### config.mk
export PLATFORM = sky130hd
export DESIGN_NAME = glob_wildcard_matcher_core
export DESIGN_NICKNAME = d
export VERILOG_FILES = /design/src/hdl/gwm_pkg.sv /design/src/hdl/glob_wildcard_matcher_core.sv /design/src/hdl/gwm_star_close.sv
export SDC_FILE = /design/constraint.sdc
export NUM_CORES = 1
export LEC_CHECK = 0
export BUFFER_PORTS_ARGS = -buffer_cell sky130_fd_sc_hd__clkbuf_2
export CAP_MARGIN = 15
export CELL_PAD_IN_SITES_DETAIL_PLACEMENT = 0
export CELL_PAD_IN_SITES_GLOBAL_PLACEMENT = 1
export CORE_MARGIN = 2
export CORE_UTILIZATION = 40
export CTS_CLUSTER_SIZE = 28
export DETAILED_ROUTE_END_ITERATION = 10
export GPL_TIMING_DRIVEN = 0
export HOLD_SLACK_MARGIN = 0.03
export PLACE_DENSITY_LB_ADDON = 0.1
export SLEW_MARGIN = 20
export SYNTH_ARGS = -nofsm -noshare
export SYNTH_HDL_FRONTEND = slang
export SYNTH_SLANG_ARGS = --single-unit
### constraint.sdc
create_clock -name clk -period 4.63 [get_ports clk]
set_input_delay 0.2315 -clock clk [delete_from_list [all_inputs] [get_ports clk]]
set_output_delay 0.2315 -clock clk [all_outputs]
set_load 0.005 [all_outputs]
### src/hdl/gwm_pkg.sv
// Shared constants for the glob wildcard matcher.
package gwm_pkg;

    // Pattern storage: four 64-bit words, eight bytes each.
    localparam int STORED_BYTES = 32;
    localparam int WORD_BYTES   = 8;
    localparam int NUM_WORDS    = STORED_BYTES / WORD_BYTES;
    localparam int WORD_W       = 64;

    // Width of the pattern length register.
    localparam int LEN_W        = 6;

    // Configuration write port.
    localparam int CFG_IDX_W    = 3;

    localparam logic [CFG_IDX_W-1:0] REG_PATTERN_LENGTH = 3'd0;
    localparam logic [CFG_IDX_W-1:0] REG_PATTERN_WORD0  = 3'd1;
    localparam logic [CFG_IDX_W-1:0] REG_PATTERN_WORD1  = 3'd2;
    localparam logic [CFG_IDX_W-1:0] REG_PATTERN_WORD2  = 3'd3;
    localparam logic [CFG_IDX_W-1:0] REG_PATTERN_WORD3  = 3'd4;

    // Wildcard bytes.
    localparam logic [7:0] STAR_BYTE  = 8'h2A;
    localparam logic [7:0] QUERY_BYTE = 8'h3F;

endpackage

### src/hdl/glob_wildcard_matcher_core.sv
// Top level of the glob wildcard matcher.
// Streams file-name bytes against a glob pattern of up to 32 bytes held in
// five write-only registers: pattern_length (index 0) and four 64-bit words of
// pattern bytes (indexes 1..4, byte 0 in the low bits). '*' matches any run of
// bytes, '?' exactly one byte, any other byte (zero included) only itself.
// The block keeps a set of active pattern positions, one bit per position,
// closed over stars. Each name byte moves the set one step; on the byte marked
// last_char one request carries matched (whole name against whole pattern),
// and the set goes back to the start set. A pattern length of zero matches
// every name; lengths beyond MAX_PATTERN or 32 are capped. A write to any of the
// five registers drops a partly streamed name. Rate: one name byte per clock,
// sustained; a request comes from the result register, which takes the flag
// when the last byte leaves the input register. The figure is set by the
// single-pass update of the position set: per-position byte compares followed
// by a log-depth star closure, all combinational. A waiting result only holds
// back a later last byte; other bytes keep flowing.
module glob_wildcard_matcher_core #(
    parameter int MAX_PATTERN = 32
) (
    input  logic                          clk,
    input  logic                          rst_n,
    // configuration
    input  logic                          write_en,
    input  logic [gwm_pkg::CFG_IDX_W-1:0] write_index,
    input  logic [gwm_pkg::WORD_W-1:0]    write_data,
    // name bytes in
    input  logic                          name_valid,
    output logic                          name_stall,
    input  logic [7:0]                    name_char,
    input  logic                          last_char,
    // match result out
    output logic                          result_valid,
    input  logic                          result_stall,
    output logic                          matched
);

    // Positions actually usable: capped by storage.
    localparam int USED    = (MAX_PATTERN < gwm_pkg::STORED_BYTES) ?
                             MAX_PATTERN : gwm_pkg::STORED_BYTES;
    localparam int NUM_POS = USED + 1;

    // ---------------- configuration registers ----------------
    logic [gwm_pkg::LEN_W-1:0]  pat_len_reg;
    logic [gwm_pkg::WORD_W-1:0] pat_word_reg [gwm_pkg::NUM_WORDS];
    logic                       cfg_hit;

    always_comb
    begin
        unique case (write_index)
            gwm_pkg::REG_PATTERN_LENGTH,
            gwm_pkg::REG_PATTERN_WORD0,
            gwm_pkg::REG_PATTERN_WORD1,
            gwm_pkg::REG_PATTERN_WORD2,
            gwm_pkg::REG_PATTERN_WORD3: cfg_hit = write_en;
            default:                    cfg_hit = 1'b0;
        endcase
    end

    always_ff @(posedge clk or negedge rst_n)
    begin
        if (!rst_n)
        begin
            pat_len_reg <= '0;
            for (int w = 0; w < gwm_pkg::NUM_WORDS; w++)
            begin
                pat_word_reg[w] <= '0;
            end
        end
        else if (write_en)
        begin
            unique case (write_index)
                gwm_pkg::REG_PATTERN_LENGTH: pat_len_reg     <= write_data[gwm_pkg::LEN_W-1:0];
                gwm_pkg::REG_PATTERN_WORD0:  pat_word_reg[0] <= write_data;
                gwm_pkg::REG_PATTERN_WORD1:  pat_word_reg[1] <= write_data;
                gwm_pkg::REG_PATTERN_WORD2:  pat_word_reg[2] <= write_data;
                gwm_pkg::REG_PATTERN_WORD3:  pat_word_reg[3] <= write_data;
                default:                     ;
            endcase
        end
    end

    // Effective length, capped at the usable positions.
    logic [gwm_pkg::LEN_W-1:0] eff_len;
    assign eff_len = (pat_len_reg > gwm_pkg::LEN_W'(USED)) ? gwm_pkg::LEN_W'(USED) : pat_len_reg;

    // ---------------- input stage ----------------
    logic       s1_valid_reg, s1_valid_next;
    logic [7:0] s1_char_reg;
    logic       s1_last_reg;
    logic       s1_go;
    logic       s1_fire;
    logic       in_fire;

    logic       result_valid_reg, result_valid_next;
    logic       matched_reg;

    // Non-last bytes never wait; a last byte waits for the result slot.
    assign s1_go      = !s1_last_reg || !result_valid_reg || !result_stall;
    assign s1_fire    = s1_valid_reg && s1_go;
    assign name_stall = s1_valid_reg && !s1_go;
    assign in_fire    = name_valid && !name_stall;

    assign s1_valid_next = in_fire || (s1_valid_reg && !s1_go);

    always_ff @(posedge clk or negedge rst_n)
    begin
        if (!rst_n)
        begin
            s1_valid_reg <= 1'b0;
        end
        else
        begin
            s1_valid_reg <= s1_valid_next;
        end
    end

    always_ff @(posedge clk)
    begin
        if (in_fire)
        begin
            s1_char_reg <= name_char;
            s1_last_reg <= last_char;
        end
    end

    // ---------------- per-position decode ----------------
    logic [USED-1:0]    is_star;
    logic [USED-1:0]    lane_hit;
    logic [NUM_POS-1:0] accept_pos;

    genvar i;
    for (i = 0; i < USED; i++)
    begin : g_lane
        logic [7:0] pbyte;
        logic       lane_on;
        assign pbyte    = pat_word_reg[i / gwm_pkg::WORD_BYTES][(i % gwm_pkg::WORD_BYTES) * 8 +: 8];
        assign lane_on  = gwm_pkg::LEN_W'(i) < eff_len;
        assign is_star[i]  = lane_on && (pbyte == gwm_pkg::STAR_BYTE);
        assign lane_hit[i] = lane_on && (pbyte != gwm_pkg::STAR_BYTE) &&
                             ((pbyte == gwm_pkg::QUERY_BYTE) || (pbyte == s1_char_reg));
    end

    for (i = 0; i < NUM_POS; i++)
    begin : g_acc
        assign accept_pos[i] = (eff_len == gwm_pkg::LEN_W'(i));
    end

    // ---------------- position set ----------------
    logic [NUM_POS-1:0] active_reg;
    logic               restart_reg;
    logic [NUM_POS-1:0] start_set;
    logic [NUM_POS-1:0] cur_set;
    logic [NUM_POS-1:0] step_seed;
    logic [NUM_POS-1:0] next_set;
    logic               matched_next;

    // Start set: position 0 closed over leading stars.
    gwm_star_close #(
        .NUM_POS (NUM_POS)
    ) u_start_close (
        .seed   ({{(NUM_POS-1){1'b0}}, 1'b1}),
        .star   (is_star),
        .closed (start_set)
    );

    // restart_reg stands for "set equals start set of the current pattern",
    // so a config write takes effect without reloading active_reg.
    assign cur_set   = restart_reg ? start_set : active_reg;
    assign step_seed = {1'b0, cur_set[USED-1:0] & is_star} |
                       {cur_set[USED-1:0] & lane_hit, 1'b0};

    gwm_star_close #(
        .NUM_POS (NUM_POS)
    ) u_step_close (
        .seed   (step_seed),
        .star   (is_star),
        .closed (next_set)
    );

    assign matched_next = (eff_len == '0) || (|(next_set & accept_pos));

    always_ff @(posedge clk or negedge rst_n)
    begin
        if (!rst_n)
        begin
            restart_reg <= 1'b1;
        end
        else if (cfg_hit)
        begin
            restart_reg <= 1'b1;
        end
        else if (s1_fire)
        begin
            restart_reg <= s1_last_reg;
        end
    end

    always_ff @(posedge clk)
    begin
        if (s1_fire)
        begin
            active_reg <= next_set;
        end
    end

    // ---------------- result register ----------------
    assign result_valid_next = (s1_fire && s1_last_reg) || (result_valid_reg && result_stall);

    always_ff @(posedge clk or negedge rst_n)
    begin
        if (!rst_n)
        begin
            result_valid_reg <= 1'b0;
        end
        else
        begin
            result_valid_reg <= result_valid_next;
        end
    end

    always_ff @(posedge clk)
    begin
        if (s1_fire && s1_last_reg)
        begin
            matched_reg <= matched_next;
        end
    end

    assign result_valid = result_valid_reg;
    assign matched      = matched_reg;

`ifndef SYNTHESIS
    // A result appears only right after a last byte leaves the input stage.
    a_result_from_last: assert property (@(posedge clk) disable iff (!rst_n)
        $rose(result_valid_reg) |-> $past(s1_fire && s1_last_reg))
        else $error("result raised without a last byte");

    // Only a last byte can be held in the input stage.
    a_nonlast_flows: assert property (@(posedge clk) disable iff (!rst_n)
        (s1_valid_reg && !s1_last_reg) |-> !name_stall)
        else $error("non-last byte stalled");

    // An empty pattern matches every name.
    a_empty_matches: assert property (@(posedge clk) disable iff (!rst_n)
        (s1_fire && s1_last_reg && (eff_len == '0)) |=> matched_reg)
        else $error("empty pattern did not match");

    // The set goes back to the start set after each name.
    a_restart_after_last: assert property (@(posedge clk) disable iff (!rst_n)
        (s1_fire && s1_last_reg) |=> restart_reg)
        else $error("position set not restarted after last byte");
`endif

endmodule

### src/hdl/gwm_star_close.sv
// Star closure of a pattern position set, as a log-depth parallel prefix.
module gwm_star_close #(
    parameter int NUM_POS = 33
) (
    input  logic [NUM_POS-1:0] seed,
    input  logic [NUM_POS-2:0] star,
    output logic [NUM_POS-1:0] closed
);

    localparam int LVL = $clog2(NUM_POS);

    // gen: position reachable within the current window.
    // prop: every star between j-span and j is in the pattern.
    logic [NUM_POS-1:0] gen_lvl  [LVL+1];
    logic [NUM_POS-1:0] prop_lvl [LVL];

    assign gen_lvl[0]  = seed;
    assign prop_lvl[0] = {star, 1'b0};

    genvar l, j;
    for (l = 0; l < LVL; l++)
    begin : g_lvl
        localparam int SPAN = 1 << l;
        for (j = 0; j < NUM_POS; j++)
        begin : g_pos
            if (j >= SPAN)
            begin : g_hi
                assign gen_lvl[l+1][j] = gen_lvl[l][j] | (prop_lvl[l][j] & gen_lvl[l][j-SPAN]);
            end
            else
            begin : g_lo
                assign gen_lvl[l+1][j] = gen_lvl[l][j];
            end
            if (l < LVL - 1)
            begin : g_prop
                if (j >= SPAN)
                begin : g_phi
                    assign prop_lvl[l+1][j] = prop_lvl[l][j] & prop_lvl[l][j-SPAN];
                end
                else
                begin : g_plo
                    assign prop_lvl[l+1][j] = 1'b0;
                end
            end
        end
    end

    assign closed = gen_lvl[LVL];

endmodule

## Word-level counts from Yosys, hierarchy flattened

Cells that the tools add are included.

- Bits in registers: 307
- Logic and storage cells: 770

- $lt $le $gt $ge: 33
- Equal/unequal tests: 164
- Multiplexer cells: 5
- Bitwise operators: 403
- Reductions and logical operators: 153

Operators with widths:

| cell | count |
|---|---|
| 8-bit by 6-bit equality test with 1-bit output, second input constant | 64 |
| 1-bit bitwise AND | 264 |
| 8-bit equality test | 32 |
| 8-bit by 6-bit inequality test with 1-bit output, second input constant | 32 |
| 1-bit OR | 135 |
| 1-bit logical AND | 101 |
| 6-bit by 5-bit equality test with 1-bit output, second input constant | 16 |
| 5-bit by 6-bit < comparator with 1-bit output, first input constant | 16 |
| 32-bit bitwise AND | 2 |
| 6-bit by 4-bit equality test with 1-bit output, second input constant | 8 |
| 4-bit by 6-bit < comparator with 1-bit output, first input constant | 8 |
| 1-bit logical OR | 37 |
| 33-bit bitwise AND | 1 |
| 32-bit by 33-bit OR with 33-bit output | 1 |
| 33-bit OR reduction | 1 |
| 32-bit 2-to-1 mux | 1 |
| 6-bit by 3-bit equality test with 1-bit output, second input constant | 4 |
| 3-bit by 6-bit < comparator with 1-bit output, first input constant | 4 |
| 6-bit by 2-bit equality test with 1-bit output, second input constant | 2 |
| 1-bit by 6-bit < comparator with 1-bit output, first input constant | 2 |
| 2-bit by 6-bit < comparator with 1-bit output, first input constant | 2 |
| 2-bit AND reduction | 5 |
| 3-bit by 2-bit equality test with 1-bit output, second input constant | 2 |
| 6-bit by 1-bit equality test with 1-bit output, second input constant | 1 |
| 11 further kinds | 17 |

## Depth between registers and ports, before layout

Gate-level depths: netlist of the first run.

- Word-level depth: 26
- Gate-level depth with buffers: 19

## Cells and area by module

From an unflattened synthesis of the first run, not the netlist that was laid out.

- Cells, all modules: 1,599
- Area total of the unflattened synthesis: 17,845.9 um^2

By module, submodules not included:

| module | instances | cells each | area each (um^2) | sequential area each (um^2) |
|---|---|---|---|---|
| glob_wildcard_matcher_core | 1 | 1,433 | 16,742.3 | 7,893.8 |
| gwm_star_close | 2 | 83 | 551.8 | 0.0 |

## Worst setup path before layout of the first run

No wires, ideal clock.

- Kind: flip-flop to flip-flop
- From: reg pat_len_reg[5] (netlist name)
- To: reg matched_reg (netlist: matched), data pin
- Setup time: 0.265 ns
- Arrival: 3.642 ns
- Slack: 0.722 ns
- Cell stages (with the launch flop): 17
- Cells stage by stage: dfrtp_1 buf_6 or4_4 buf_6 o211ai_4 o21bai_2 a32oi_2 o21ai_2 a31o_1 o31a_1 o21a_1 or2_1 a221oi_2 o2111ai_1 nor3_1 nand3_1 or3_1

- Elaborated cells on any way between the ends: 569

RTL lines:

| what | RTL line | text |
|---|---|---|
| start: declaration | glob_wildcard_matcher_core.sv:43 | `logic [gwm_pkg::LEN_W-1:0] pat_len_reg;` |
| start signal: assignment | glob_wildcard_matcher_core.sv:72 | `gwm_pkg::REG_PATTERN_LENGTH: pat_len_reg <= write_data[gwm_pkg::LEN_W-1:0];` |
| 6-bit greater-than comparator | glob_wildcard_matcher_core.sv:84 | `assign eff_len = (pat_len_reg > gwm_pkg::LEN_W'(USED)) ? gwm_pkg::LEN_W'(USED) : pat_len_reg;` |
| 6-bit 2-to-1 mux * | glob_wildcard_matcher_core.sv:84 |  |
| 1-bit by 6-bit < comparator with 1-bit output | glob_wildcard_matcher_core.sv:137 | `assign lane_on = gwm_pkg::LEN_W'(i) < eff_len;` |
| 1-bit logical AND (on tied branches) | glob_wildcard_matcher_core.sv:138, glob_wildcard_matcher_core.sv:139 |  |
| 1-bit bitwise AND, or another cell as far along | gwm_star_close.sv:38 | `assign prop_lvl[l+1][j] = prop_lvl[l][j] & prop_lvl[l][j-SPAN];` |
| 32-bit 2-to-1 mux, or another cell as far along | glob_wildcard_matcher_core.sv:168 | `assign cur_set = restart_reg ? start_set : active_reg;` |
| 32-bit bitwise AND / 32-bit by 33-bit OR with 33-bit output (equally long branches) | glob_wildcard_matcher_core.sv:169 | `assign step_seed = {1'b0, cur_set[USED-1:0] & is_star} \|` |
| 32-bit by 33-bit OR with 33-bit output / 1-bit bitwise AND (equally long branches) | glob_wildcard_matcher_core.sv:169, gwm_star_close.sv:28 |  |
| [2 not listed] | n/a |  |
| net next_set[2] | glob_wildcard_matcher_core.sv:154 | `logic [NUM_POS-1:0] next_set;` |
| [2 not listed] | n/a |  |
| 1-bit bitwise AND | gwm_star_close.sv:28 | `assign gen_lvl[l+1][j] = gen_lvl[l][j] \| (prop_lvl[l][j] & gen_lvl[l][j-SPAN]);` |
| 1-bit OR | gwm_star_close.sv:28 |  |
| 1-bit bitwise AND | gwm_star_close.sv:28 |  |
| 1-bit OR | gwm_star_close.sv:28 |  |
| 33-bit bitwise AND * | glob_wildcard_matcher_core.sv:180 | `assign matched_next = (eff_len == '0) \|\| (\|(next_set & accept_pos));` |
| 33-bit OR reduction * | glob_wildcard_matcher_core.sv:180 |  |
| 1-bit logical OR * | glob_wildcard_matcher_core.sv:180 |  |
| net matched_next | glob_wildcard_matcher_core.sv:155 | `logic matched_next;` |
| end signal: assignment | glob_wildcard_matcher_core.sv:225 | `matched_reg <= matched_next;` |
| end: declaration | glob_wildcard_matcher_core.sv:95 | `logic matched_reg;` |

Mark *: on every way through the listed nets, which the timed path passes. The rest lies on a longest branch.
A chain may end at the register's enable or synchronous reset.

## Final worst setup path of the first run

- From: reg pat_len_reg[5] (netlist name)
- To: reg matched_reg (netlist: matched), data pin

- Elaborated cells on any way between the ends: 569

RTL lines:

| what | RTL line | text |
|---|---|---|
| 6-bit greater-than comparator | glob_wildcard_matcher_core.sv:84 |  |
| 6-bit 2-to-1 mux * | glob_wildcard_matcher_core.sv:84 |  |
| 3-bit by 6-bit < comparator with 1-bit output, or another cell as far along | glob_wildcard_matcher_core.sv:137 |  |
| 1-bit logical AND | glob_wildcard_matcher_core.sv:138 | `assign is_star[i] = lane_on && (pbyte == gwm_pkg::STAR_BYTE);` |
| 1-bit bitwise AND | gwm_star_close.sv:38 |  |
| 1-bit bitwise AND (on tied branches) | gwm_star_close.sv:38, gwm_star_close.sv:28 |  |
| 1-bit bitwise AND / 32-bit 2-to-1 mux (equally long branches) | gwm_star_close.sv:28, glob_wildcard_matcher_core.sv:168 |  |
| 32-bit 2-to-1 mux, or another cell as far along | glob_wildcard_matcher_core.sv:168 |  |
| [6 not listed] | n/a |  |
| net next_set[7] | glob_wildcard_matcher_core.sv:154 |  |
| 1-bit bitwise AND | gwm_star_close.sv:28 |  |
| 1-bit OR | gwm_star_close.sv:28 |  |
| 1-bit bitwise AND | gwm_star_close.sv:28 |  |
| 1-bit OR | gwm_star_close.sv:28 |  |
| 33-bit bitwise AND * | glob_wildcard_matcher_core.sv:180 |  |
| 33-bit OR reduction * | glob_wildcard_matcher_core.sv:180 |  |
| 1-bit logical OR * | glob_wildcard_matcher_core.sv:180 |  |
| net matched_next | glob_wildcard_matcher_core.sv:155 |  |

Marked as above.

==> metrics.md, run 1 <==
| Metric | Value |
|---|---|
| CTS Buf Count | `38` |
| Relative slew slack | `0.202` |
| Commonest non-fill, non-tap cell in the layout | `dfrtp_1` |
| Unrepaired setup endpoints after global routing | `true` |
| I/O Buffers | `83` |
| Initial antenna violation count | `4` |
| Flop pwr share | `0.405` |
| First-pass GRT wire length | `121 mm` |
| Clock Tree Buf Depth | `3` |
| Yosys reg bits | `307` |
| Initial DRC count | `1896` |
| Tcrit/Tclk final | `1.01` |
| Psw | `3.29 mW` |
| Worst-case clock skew | `0.0230 ns` |
| Pre-CTS WS | `-1.32 ns` |
| GRT Total Usage | `0.330` |
| Max VDD drop | `0.000371 V` |
| Max FFs per register | `256` |
| Power per standard cell area | `406 nW/um2` |
| Total gr overflow | `0` |
| Critical Path RT | `4.93 ns` |
| Crit path DAT | `4.96 ns` |
| Crit path launch type | `flip-flop` |
| CP top delay family | `compound AO/OA/AOI/OAI gates` |
| Final setup vio count | `1` |
| Cells after Synth | `1962` |
| IO Count | `84` |
| Leak | `8.92 nW` |
| Final Net Count | `2275` |
| Clk_lat worst skew | `0.57 ns` |
| Worst slew pin tran | `1.20 ns` |
| Worst hold-check path type | `input port to flip-flop` |
| Post-Syn Nets | `2043` |
| Critical path fanouts, max | `9` |
| Drt total wl | `83.5 mm` |
| CP startpoint | `pat_len_reg[5]` |
| Pin count of the biggest net entering global routing | `88` |
| H-tree levels | `2` |
| Dpl hpwl | `62.2 mm` |
| Post-synthesis cell area | `19600 um2` |
| GPL Wtd Cong | `0.976` |
| MaxCap Viol Count | `0` |
| Status | `complete, but fails checks` |
| Switching share of power | `0.337` |
| Most frequent cells in the layout | `262 x dfrtp_1, 261 x mux2_2, 224 x xnor2_1` |
| Number of synthesized flops with an enable pin | `42` |
| Root Driver | `clkbuf_16` |
| Internal | `6.49 mW` |
| Starting density of the core | `0.403` |
| Core area | `48600 um2` |
| Vias in the first global route | `17152` |
| Crit path capture type | `flip-flop` |
| Number of vias per cell | `6.22` |
| CTS clk-pin slew, worst paths | `0.06 ns` |
| Max incr delay on CP | `0.51 ns` |
| Post-synthesis cell type count | `92` |
| Layout cells sized above 1 | `0.283` |
| Avg Cell Area, Syn | `9.99 um2` |
| Die Area | `50800 um2` |
| Endpoints failing hold | `0` |
| Post-synth ARST share | `0.863` |
| CP max stage cell | `or4_4` |
| Crit path cell chain | `buf_6 -> or4_4 -> buf_6 -> o211ai_4 -> buf_4 -> a2111oi_2 -> o21bai_1 -> o311ai_0 -> a211oi_2 -> o21ai_2 -> a21oi_2 -> o21ai_2 -> o2111a_2 -> o2111ai_1 -> o211a_1 -> nand3_1 -> or3_4` |
| Crit path kind | `flip-flop to flip-flop` |
| Area grow syn2layout | `22.7%` |
| Clock period minus worst slack | `4.66 ns` |
| CTS tree | `done` |
| Site Rows | `81` |
| Top cell type's share of synthesized area | `0.337` |
| Min-delay src | `write_data[1]` |
| Failing checks | `setup timing` |
| Fin. max-slew vios | `0` |
| Register area share after synthesis | `0.403` |
| First-pass DRT Iterations | `7` |
| Die H | `225 um` |
| Die Wd | `225 um` |
| Synth Flop Type | `dfrtp_1` |
| Logic pwr share | `0.251` |
| Maximum clock rate | `215 MHz` |
| Power share of the clock group | `0.344` |
| CP bufs+invs | `3` |
| DR DRC count | `0` |
| Routed vias | `17705` |
| Fin worst setup slack | `-0.0270 ns` |
| Yosys warnings | `0` |
| Routed wire per std cell | `29.3 um` |
| Largest area contributor in the netlist | `dfrtp_1` |
| Clock Sinks | `307` |
| RR Startpoint | `pat_len_reg[5]` |
| Core Util, Final | `0.495` |
| Main area contributors after synthesis | `dfrtp_1 34%, mux2_2 15%, xnor2_1 10%` |
| Post-route ant nets | `0` |
## worst paths after layout
kind / to / depth (start not counted) / slack (ns)
min: g_lane[16].pbyte[1] / 2 / 0.05
min in group asynchronous: g_lane[29].pbyte[1] / 2 / 0.21
min reg2reg: g_lane[20].pbyte[5] / 1 / 0.55
max reg2reg: matched / 17 / -0.03
max in group asynchronous: restart_reg / 4 / 3.21
max: matched / 17 / -0.03
## cell type report
| cell class | instances | area [um2] |
|---|---|---|
| clock buffers | 47 | 1080 |
| plain buffers | 80 | 463 |
| diodes | 1 | 2.50 |
| multi-input cells | 1540 | 11900 |
| inverters | 24 | 90.1 |
| flip-flops and latches | 307 | 7900 |
| well taps | 622 | 778 |
| fillers | 4477 | 24600 |
| repair buffers | 203 | 1590 |
| clock inverters | 22 | 318 |
## stage by stage
step	TNS (ns)	instance area, um2	hold slack (ns)	cells	total power [mW]
floorplan	0	19600	-0.0641	1962	5.35
global placement	-580.97	20800	0.410	2667	6.13
detailed placement	-6.05	21000	0.238	2672	6.21
CTS	0	23600	0.0319	2825	9.71
global route	-0.0832	24100	0.0406	2845	10.2
finish	-0.0270	24100	0.0464	2846	9.78
## worst reg2reg max path: stages, from the launching register on
cell,delay (ns)
dfrtp_1,0.37
buf_6,0.14
or4_4,0.51
buf_6,0.16
o211ai_4,0.27
buf_4,0.18
a2111oi_2,0.06
o21bai_1,0.25
o311ai_0,0.21
a211oi_2,0.37
o21ai_2,0.16
a21oi_2,0.23
o21ai_2,0.16
o2111a_2,0.35
o2111ai_1,0.28
o211a_1,0.20
nand3_1,0.08
or3_4,0.42
## per-layer routing
| metal | vias up | GRT usage | routed length (um) |
|---|---|---|---|
| met1 | 9028 | 0.472 | 37100 |
| met4 | 2 | 0.141 | 3840 |
| met3 | 174 | 0.0498 | 6310 |
| met5 | - | 0 | 12 |
| li1 | 7771 | - | - |
| met2 | 730 | 0.498 | 36200 |
## cells in the mapped netlist, drive strengths merged, types with 28 or more instances
cell      n
nand4   107
edfxtp   42
and3     28
nand3    63
dfrtp   264
nor4     34
nor3     53
buf      35
o21ai    72
nand2   134
nor2    140
xnor2   224
xor2     32
mux2    261
clkbuf   56
a21oi    53
## power by group through the flow
stage          combinational [mW]  sequential [mW]  clock [mW]
3_5_place_dp                 2.24             3.96           0
6_report                     2.45             3.96        3.36
5_1_grt                      2.62             4.04        3.52
4_1_cts                      2.37             3.93        3.41
3_3_place_gp                 2.18             3.95           0
2_1_floorplan                1.59             3.76           0
## repair_timing
action / 4_1_cts / 5_1_grt
buffers inserted: 25 / 21
hold buffers: 69 / 0
resized for setup: 104 / 62
endpoints found under the hold margin: 291 / 0
cloned: 0 / 0
pin swaps: 10 / 25
setup endpoints to repair: 14 / 6
## logic make-up (layout without fill, tap and decap cells)
logic type,Yosys count,in the layout,synth area share
AO/OA/AOI/OAI,320,320,0.116
XOR/XNOR,256,256,0.114
buffers and inverters,115,376,0.0248
flip-flops,307,307,0.403
multiplexers,261,261,0.150
other,0,1,0
AND/OR/NAND/NOR,703,703,0.192
Note: power is estimated with default switching activity, not from simulation.
==> run 2, diff against run 1 <==
GPL_TIMING_DRIVEN = default   (was 0)
==> metrics.md, run 2 (same netlist as run 1, synthesis figures left out) <==
| Metric | Value |
|---|---|
| Clock Tree Buf Depth | `3` |
| Layout cells sized above 1 | `0.313` |
| Most frequent cells in the layout | `264 x dfrtp_1, 261 x mux2_2, 240 x buf_4` |
| First-pass DRT Iterations | `5` |
| CP bufs+invs | `2` |
| Worst slew pin tran | `1.09 ns` |
| Clk_lat worst skew | `0.58 ns` |
| Post-route ant nets | `0` |
| Starting density of the core | `0.403` |
| Critical path fanouts, max | `6` |
| Fill count | `4500` |
| Crit path DAT | `4.89 ns` |
| CP top delay family | `compound AO/OA/AOI/OAI gates` |
| MaxCap Viol Count | `0` |
| CTS tree | `done` |
| H-tree levels | `2` |
| Cell mode on critical path | `buf_6` |
| Max VDD drop | `0.000314 V` |
| Crit path kind | `flip-flop to flip-flop` |
| Critical Path RT | `4.93 ns` |
| Status | `completed` |
| Leak | `9.60 nW` |
| Commonest non-fill, non-tap cell in the layout | `dfrtp_1` |
| Routed wire per std cell | `26.3 um` |
| Max incr delay on CP | `0.60 ns` |
| Drt total wl | `78.1 mm` |
| Maximum clock rate | `218 MHz` |
| CTS Buf Count | `38` |
| Design area | `24800 um2` |
| Dpl hpwl | `59.0 mm` |
| Relative slew slack | `0.263` |
| IO Count | `84` |
| Crit path capture type | `flip-flop` |
| Root Driver | `clkbuf_16` |
| Die H | `225 um` |
| Fin. max-slew vios | `0` |
| First-pass GRT wire length | `114 mm` |
| Vias in the first global route | `17252` |
| Max FFs per register | `256` |
| Core area | `48600 um2` |
| Worst-case clock skew | `0.0314 ns` |
| I/O Buffers | `83` |
| Area grow syn2layout | `26.4%` |
| Initial antenna violation count | `0` |
| Power per standard cell area | `384 nW/um2` |
| Crit path launch type | `flip-flop` |
| Number of vias per cell | `5.96` |
| Tcrit/Tclk final | `0.990` |
| Die Wd | `225 um` |
| Worst hold-check path type | `input port to flip-flop` |
| Endpoints failing hold | `0` |
| Initial DRC count | `1564` |
| Placed cell area | `22500 um2` |
| Pin count of the biggest net entering global routing | `91` |
| Routed vias | `17714` |
| Clock period minus worst slack | `4.58 ns` |
| Final Net Count | `2406` |
| Die Area | `50800 um2` |
| Clock Sinks | `307` |
| CTS clk-pin slew, worst paths | `0.08 ns` |
| Crit path cell chain | `buf_6 -> or4_4 -> o211ai_4 -> buf_6 -> o21bai_4 -> a32oi_2 -> o21ai_4 -> a31o_1 -> o31a_1 -> o21a_2 -> or2_4 -> a221oi_4 -> o2111ai_2 -> nor3_2 -> nand3_1 -> or3_1` |
| Core Util, Final | `0.510` |
| Site Rows | `81` |
| GRT Total Usage | `0.309` |
| Final setup vio count | `0` |
| # diodes | `0` |
| GPL Wtd Cong | `1.07` |
| DR DRC count | `0` |
| CP max stage cell | `or4_4` |
| Total gr overflow | `0` |
run 2: cell types whose count changed in the layout (fill, tap and decap cells not counted), moves of 5 or more:
cell	delta
a21oi_1	+9
o21ai_0	+8
a21oi_2	-5
buf_4	+173
clkbuf_2	-10
buf_12	+13
clkbuf_1	-29
nor2_1	+5
buf_2	-5
nor4_1	+6
o21ai_1	-7
run 2: where the power goes:
part / leakage [nW] / total, mW / internal, mW / switching, mW
registers: 3.60 / 3.93 / 3.27 / 0.654
clock network: 0.633 / 3.11 / 1.86 / 1.25
logic: 5.36 / 2.48 / 1.27 / 1.21
run 2: worst reg2reg max path: stages (launching register included):
cell and delay [ns]:
dfrtp_1 0.43, buf_6 0.15, or4_4 0.60, o211ai_4 0.30, buf_6 0.17, o21bai_4 0.08, a32oi_2 0.26, o21ai_4 0.13
a31o_1 0.20, o31a_1 0.33, o21a_2 0.27, or2_4 0.28, a221oi_4 0.31, o2111ai_2 0.16, nor3_2 0.23, nand3_1 0.08
or3_1 0.34
run 2: repair_timing:
item	4_1_cts	5_1_grt
setup endpoints to repair	1	9
hold endpoints to repair	328	0
hold buffers	73	0
buffers inserted	0	10
gates resized for setup	1	40
pin swaps	0	24
gates cloned	0	0
run 2: layout make-up:
cell class	count	area, um2	area share
flip-flops and latches	307	7890	0.318
multi-input cells	1540	11500	0.462
repair buffers	414	3280	0.132
clock buffers	50	1070	0.0430
clock inverters	16	214	0.00863
well taps	622	778	0.0314
inverters	24	90.1	0.00363
run 2: worst paths after layout:
path / from / endpoint / slack [ns] / cells past startpoint
max: pat_len_reg[2] / matched / 0.05 / 16
min: write_data[26] / g_lane[11].pbyte[2] / 0.06 / 2
max reg2reg: pat_len_reg[2] / matched / 0.05 / 16
min reg2reg: g_lane[6].pbyte[3] / g_lane[6].pbyte[3] / 0.55 / 1
max in group asynchronous: rst_n / g_lane[23].pbyte[6] / 3.20 / 3
min in group asynchronous: rst_n / g_lane[29].pbyte[3] / 0.26 / 2
run 2: metal layers:
metal  part of all wire  up-vias  track usage  wire length, um
met5                  0        -            0                0
met4              0.043        0        0.129             3360
met3              0.053      149       0.0493             4130
met2               0.44      553        0.470            34400
met1               0.46     8956        0.437            36200
li1                   -     8056            -                -
run 2: stage by stage:
step	total power, mW	setup slack [ns]	hold WS, ns	instances	setup TNS (ns)
finish	9.52	0.0474	0.0647	2973	0
global route	9.97	-0.0350	0.0444	2973	-0.0350
CTS	9.52	0.0589	0.0379	2963	0
detailed placement	6.33	0.0178	0.303	2824	0
global placement	6.27	-0.00300	0.295	2824	-0.00300
floorplan	5.35	0.722	-0.0641	1962	0
==> run 3, diff against run 2 <==
SLEW_MARGIN = 15   (was 20)
SYNTH_HIERARCHICAL = 1   (was default)
==> metrics.md, run 3 <==
| Metric | Value |
|---|---|
| Tcrit/Tclk final | `1.14` |
| Max VDD drop | `0.000309 V` |
| Die H | `215 um` |
| Fill count | `4025` |
| Vias in the first global route | `15019` |
| Clock Tree Buf Depth | `3` |
| Die Area | `46300 um2` |
| Clock period minus worst slack | `5.30 ns` |
| RR Startpoint | `pat_len_reg[3]` |
| Power per standard cell area | `394 nW/um2` |
| Unrepaired setup endpoints after global routing | `true` |
| Die Wd | `215 um` |
| Core area | `44100 um2` |
| Area grow syn2layout | `33.5%` |
| Worst R2R Path Depth | `27` |
| First-pass DRT Iterations | `5` |
| Starting density of the core | `0.404` |
| Routed vias | `14418` |
| Placed cell area | `21700 um2` |
| Initial antenna violation count | `2` |
| Site Rows | `77` |
| Maximum clock rate | `189 MHz` |
| I/O Buffers | `83` |
| Avg Cell Area, Syn | `11.2 um2` |
| Layout cells sized above 1 | `0.392` |
| Post-route ant nets | `0` |
| CP startpoint | `pat_len_reg[3]` |
| Reg2reg setup slack | `-0.67 ns` |
| Placed insts | `2611` |
| Clk_lat worst skew | `0.55 ns` |
| Relative slew slack | `0.312` |
| Critical path fanouts, max | `4` |
| Crit path kind | `flip-flop to flip-flop` |
| Number of vias per cell | `5.25` |
| Drt total wl | `56.9 mm` |
| Post-synthesis cell area | `17800 um2` |
| Worst slew pin tran | `1.03 ns` |
| Cells after Synth | `1596` |
| Crit path to | `matched` |
| Commonest non-fill, non-tap cell in the layout | `buf_4` |
| Total gr overflow | `0` |
| Pre-CTS WS | `-0.995 ns` |
| Crit path launch type | `flip-flop` |
| First-pass GRT wire length | `87.9 mm` |
| CTS clk-pin slew, worst paths | `0.05 ns` |
| H-tree levels | `2` |
| Clock Sinks | `307` |
| Crit path capture type | `flip-flop` |
| Dpl hpwl | `40.9 mm` |
| Initial DRC count | `769` |
| GRT Total Usage | `0.248` |
| Final setup vio count | `3` |
| Worst-case clock skew | `0.0162 ns` |
| Fin worst setup slack | `-0.670 ns` |
| Routed wire per std cell | `20.7 um` |
| Worst hold-check path type | `input port to flip-flop` |
| Status | `complete, but fails checks` |
| # diodes | `0` |
| Crit path DAT | `5.58 ns` |
| Fin Hold WS | `0.0433 ns` |
| Yosys warnings | `6` |
| DR DRC count | `0` |
| Pin count of the biggest net entering global routing | `110` |
| Fin. max-slew vios | `0` |
| Seq. cell area | `7900 um2` |
| Leak | `10.1 nW` |
| Final Net Count | `2209` |
| Failing checks | `setup timing` |
| Area occupied by multi-input gates | `9890 um2` |
| Most frequent cells in the layout | `353 x buf_4, 261 x mux2_2, 261 x dfrtp_1` |
| MaxCap Viol Count | `0` |
| Endpoints failing hold | `0` |
| IO Count | `84` |
| CTS tree | `done` |
| GPL Wtd Cong | `0.860` |
| Max FFs per register | `256` |
| FF-to-FF End | `matched` |
| Critical Path RT | `4.91 ns` |
| CTS Buf Count | `37` |
| Root Driver | `clkbuf_16` |
| Non-Filler Instances | `2746` |
| Design area | `23800 um2` |
run 3: routing by layer:
layer,global-route usage,wire length [um],up-vias
li1,-,-,6845
met1,0.346,27100,7235
met2,0.401,26300,252
met3,0.0422,2300,84
met4,0.0579,1190,2
met5,0,13,-
run 3: how the worst min path moves through the flow:
stage | start | endpoint | slack (ns) | cells after the start
CTS | write_data[43] | g_lane[13].pbyte[3] | 0.03 | 2
floorplan | rst_n | g_lane[0].pbyte[0] | -0.06 | 0
detailed placement | rst_n | g_lane[19].pbyte[7] | 0.35 | 1
global route | write_data[42] | g_lane[21].pbyte[2] | 0.04 | 2
global placement | rst_n | g_lane[19].pbyte[6] | 0.36 | 1
finish | write_data[43] | g_lane[21].pbyte[3] | 0.04 | 2
run 3: what timing repair did:
action | in CTS | in global routing
gates resized for setup | 29 | 22
hold buffers | 59 | 0
gates cloned | 0 | 0
endpoints found under the hold margin | 287 | 0
endpoints found under the setup margin | 11 | 12
buffers inserted | 8 | 6
pin swaps | 28 | 24
run 3: layout make-up:
cell class | instances | area share
repair buffers | 515 | 0.169
well taps | 592 | 0.0311
flip-flops and latches | 307 | 0.332
clock buffers | 61 | 0.0477
clock inverters | 4 | 0.00173
multi-input cells | 1250 | 0.416
inverters | 17 | 0.00268
run 3: power by group:
group          total (mW)  leakage (nW)  switching [mW]  internal (mW)
Clock                2.84         0.575            1.13           1.72
Sequential           3.67          3.60           0.391           3.27
Combinational        2.86          5.96            1.24           1.62
run 3: stage by stage:
stage | total power, mW | TNS, ns | util
4_1_cts | 9.43 | -1.19 | 0.536
5_1_grt | 9.88 | -2.59 | 0.540
3_5_place_dp | 6.48 | -3.85 | 0.492
6_report | 9.37 | -0.895 | 0.540
2_1_floorplan | 5.23 | -0.211 | -
3_3_place_gp | 6.42 | -2.52 | 0.492
run 3: critical path: stages, from the launching register on:
cell and delay (ns):
dfrtp_2 0.43, nor4_4 0.37, a21oi_4 0.09, a21o_1 0.18
a21o_1 0.18, a31o_4 0.24, a21o_4 0.25, a21oi_4 0.21
o31ai_4 0.07, a21o_1 0.20, a21o_1 0.16, mux2i_1 0.13
or2_4 0.13, or3_4 0.12, o31ai_4 0.07, o21a_1 0.19
o22ai_2 0.24, a21boi_2 0.11, a41oi_4 0.28, buf_6 0.15
o21ai_4 0.05, a21o_1 0.18, a21o_1 0.19, mux2_2 0.27
nand3_2 0.08, a21oi_2 0.05, nor4_2 0.28, nand3_1 0.12
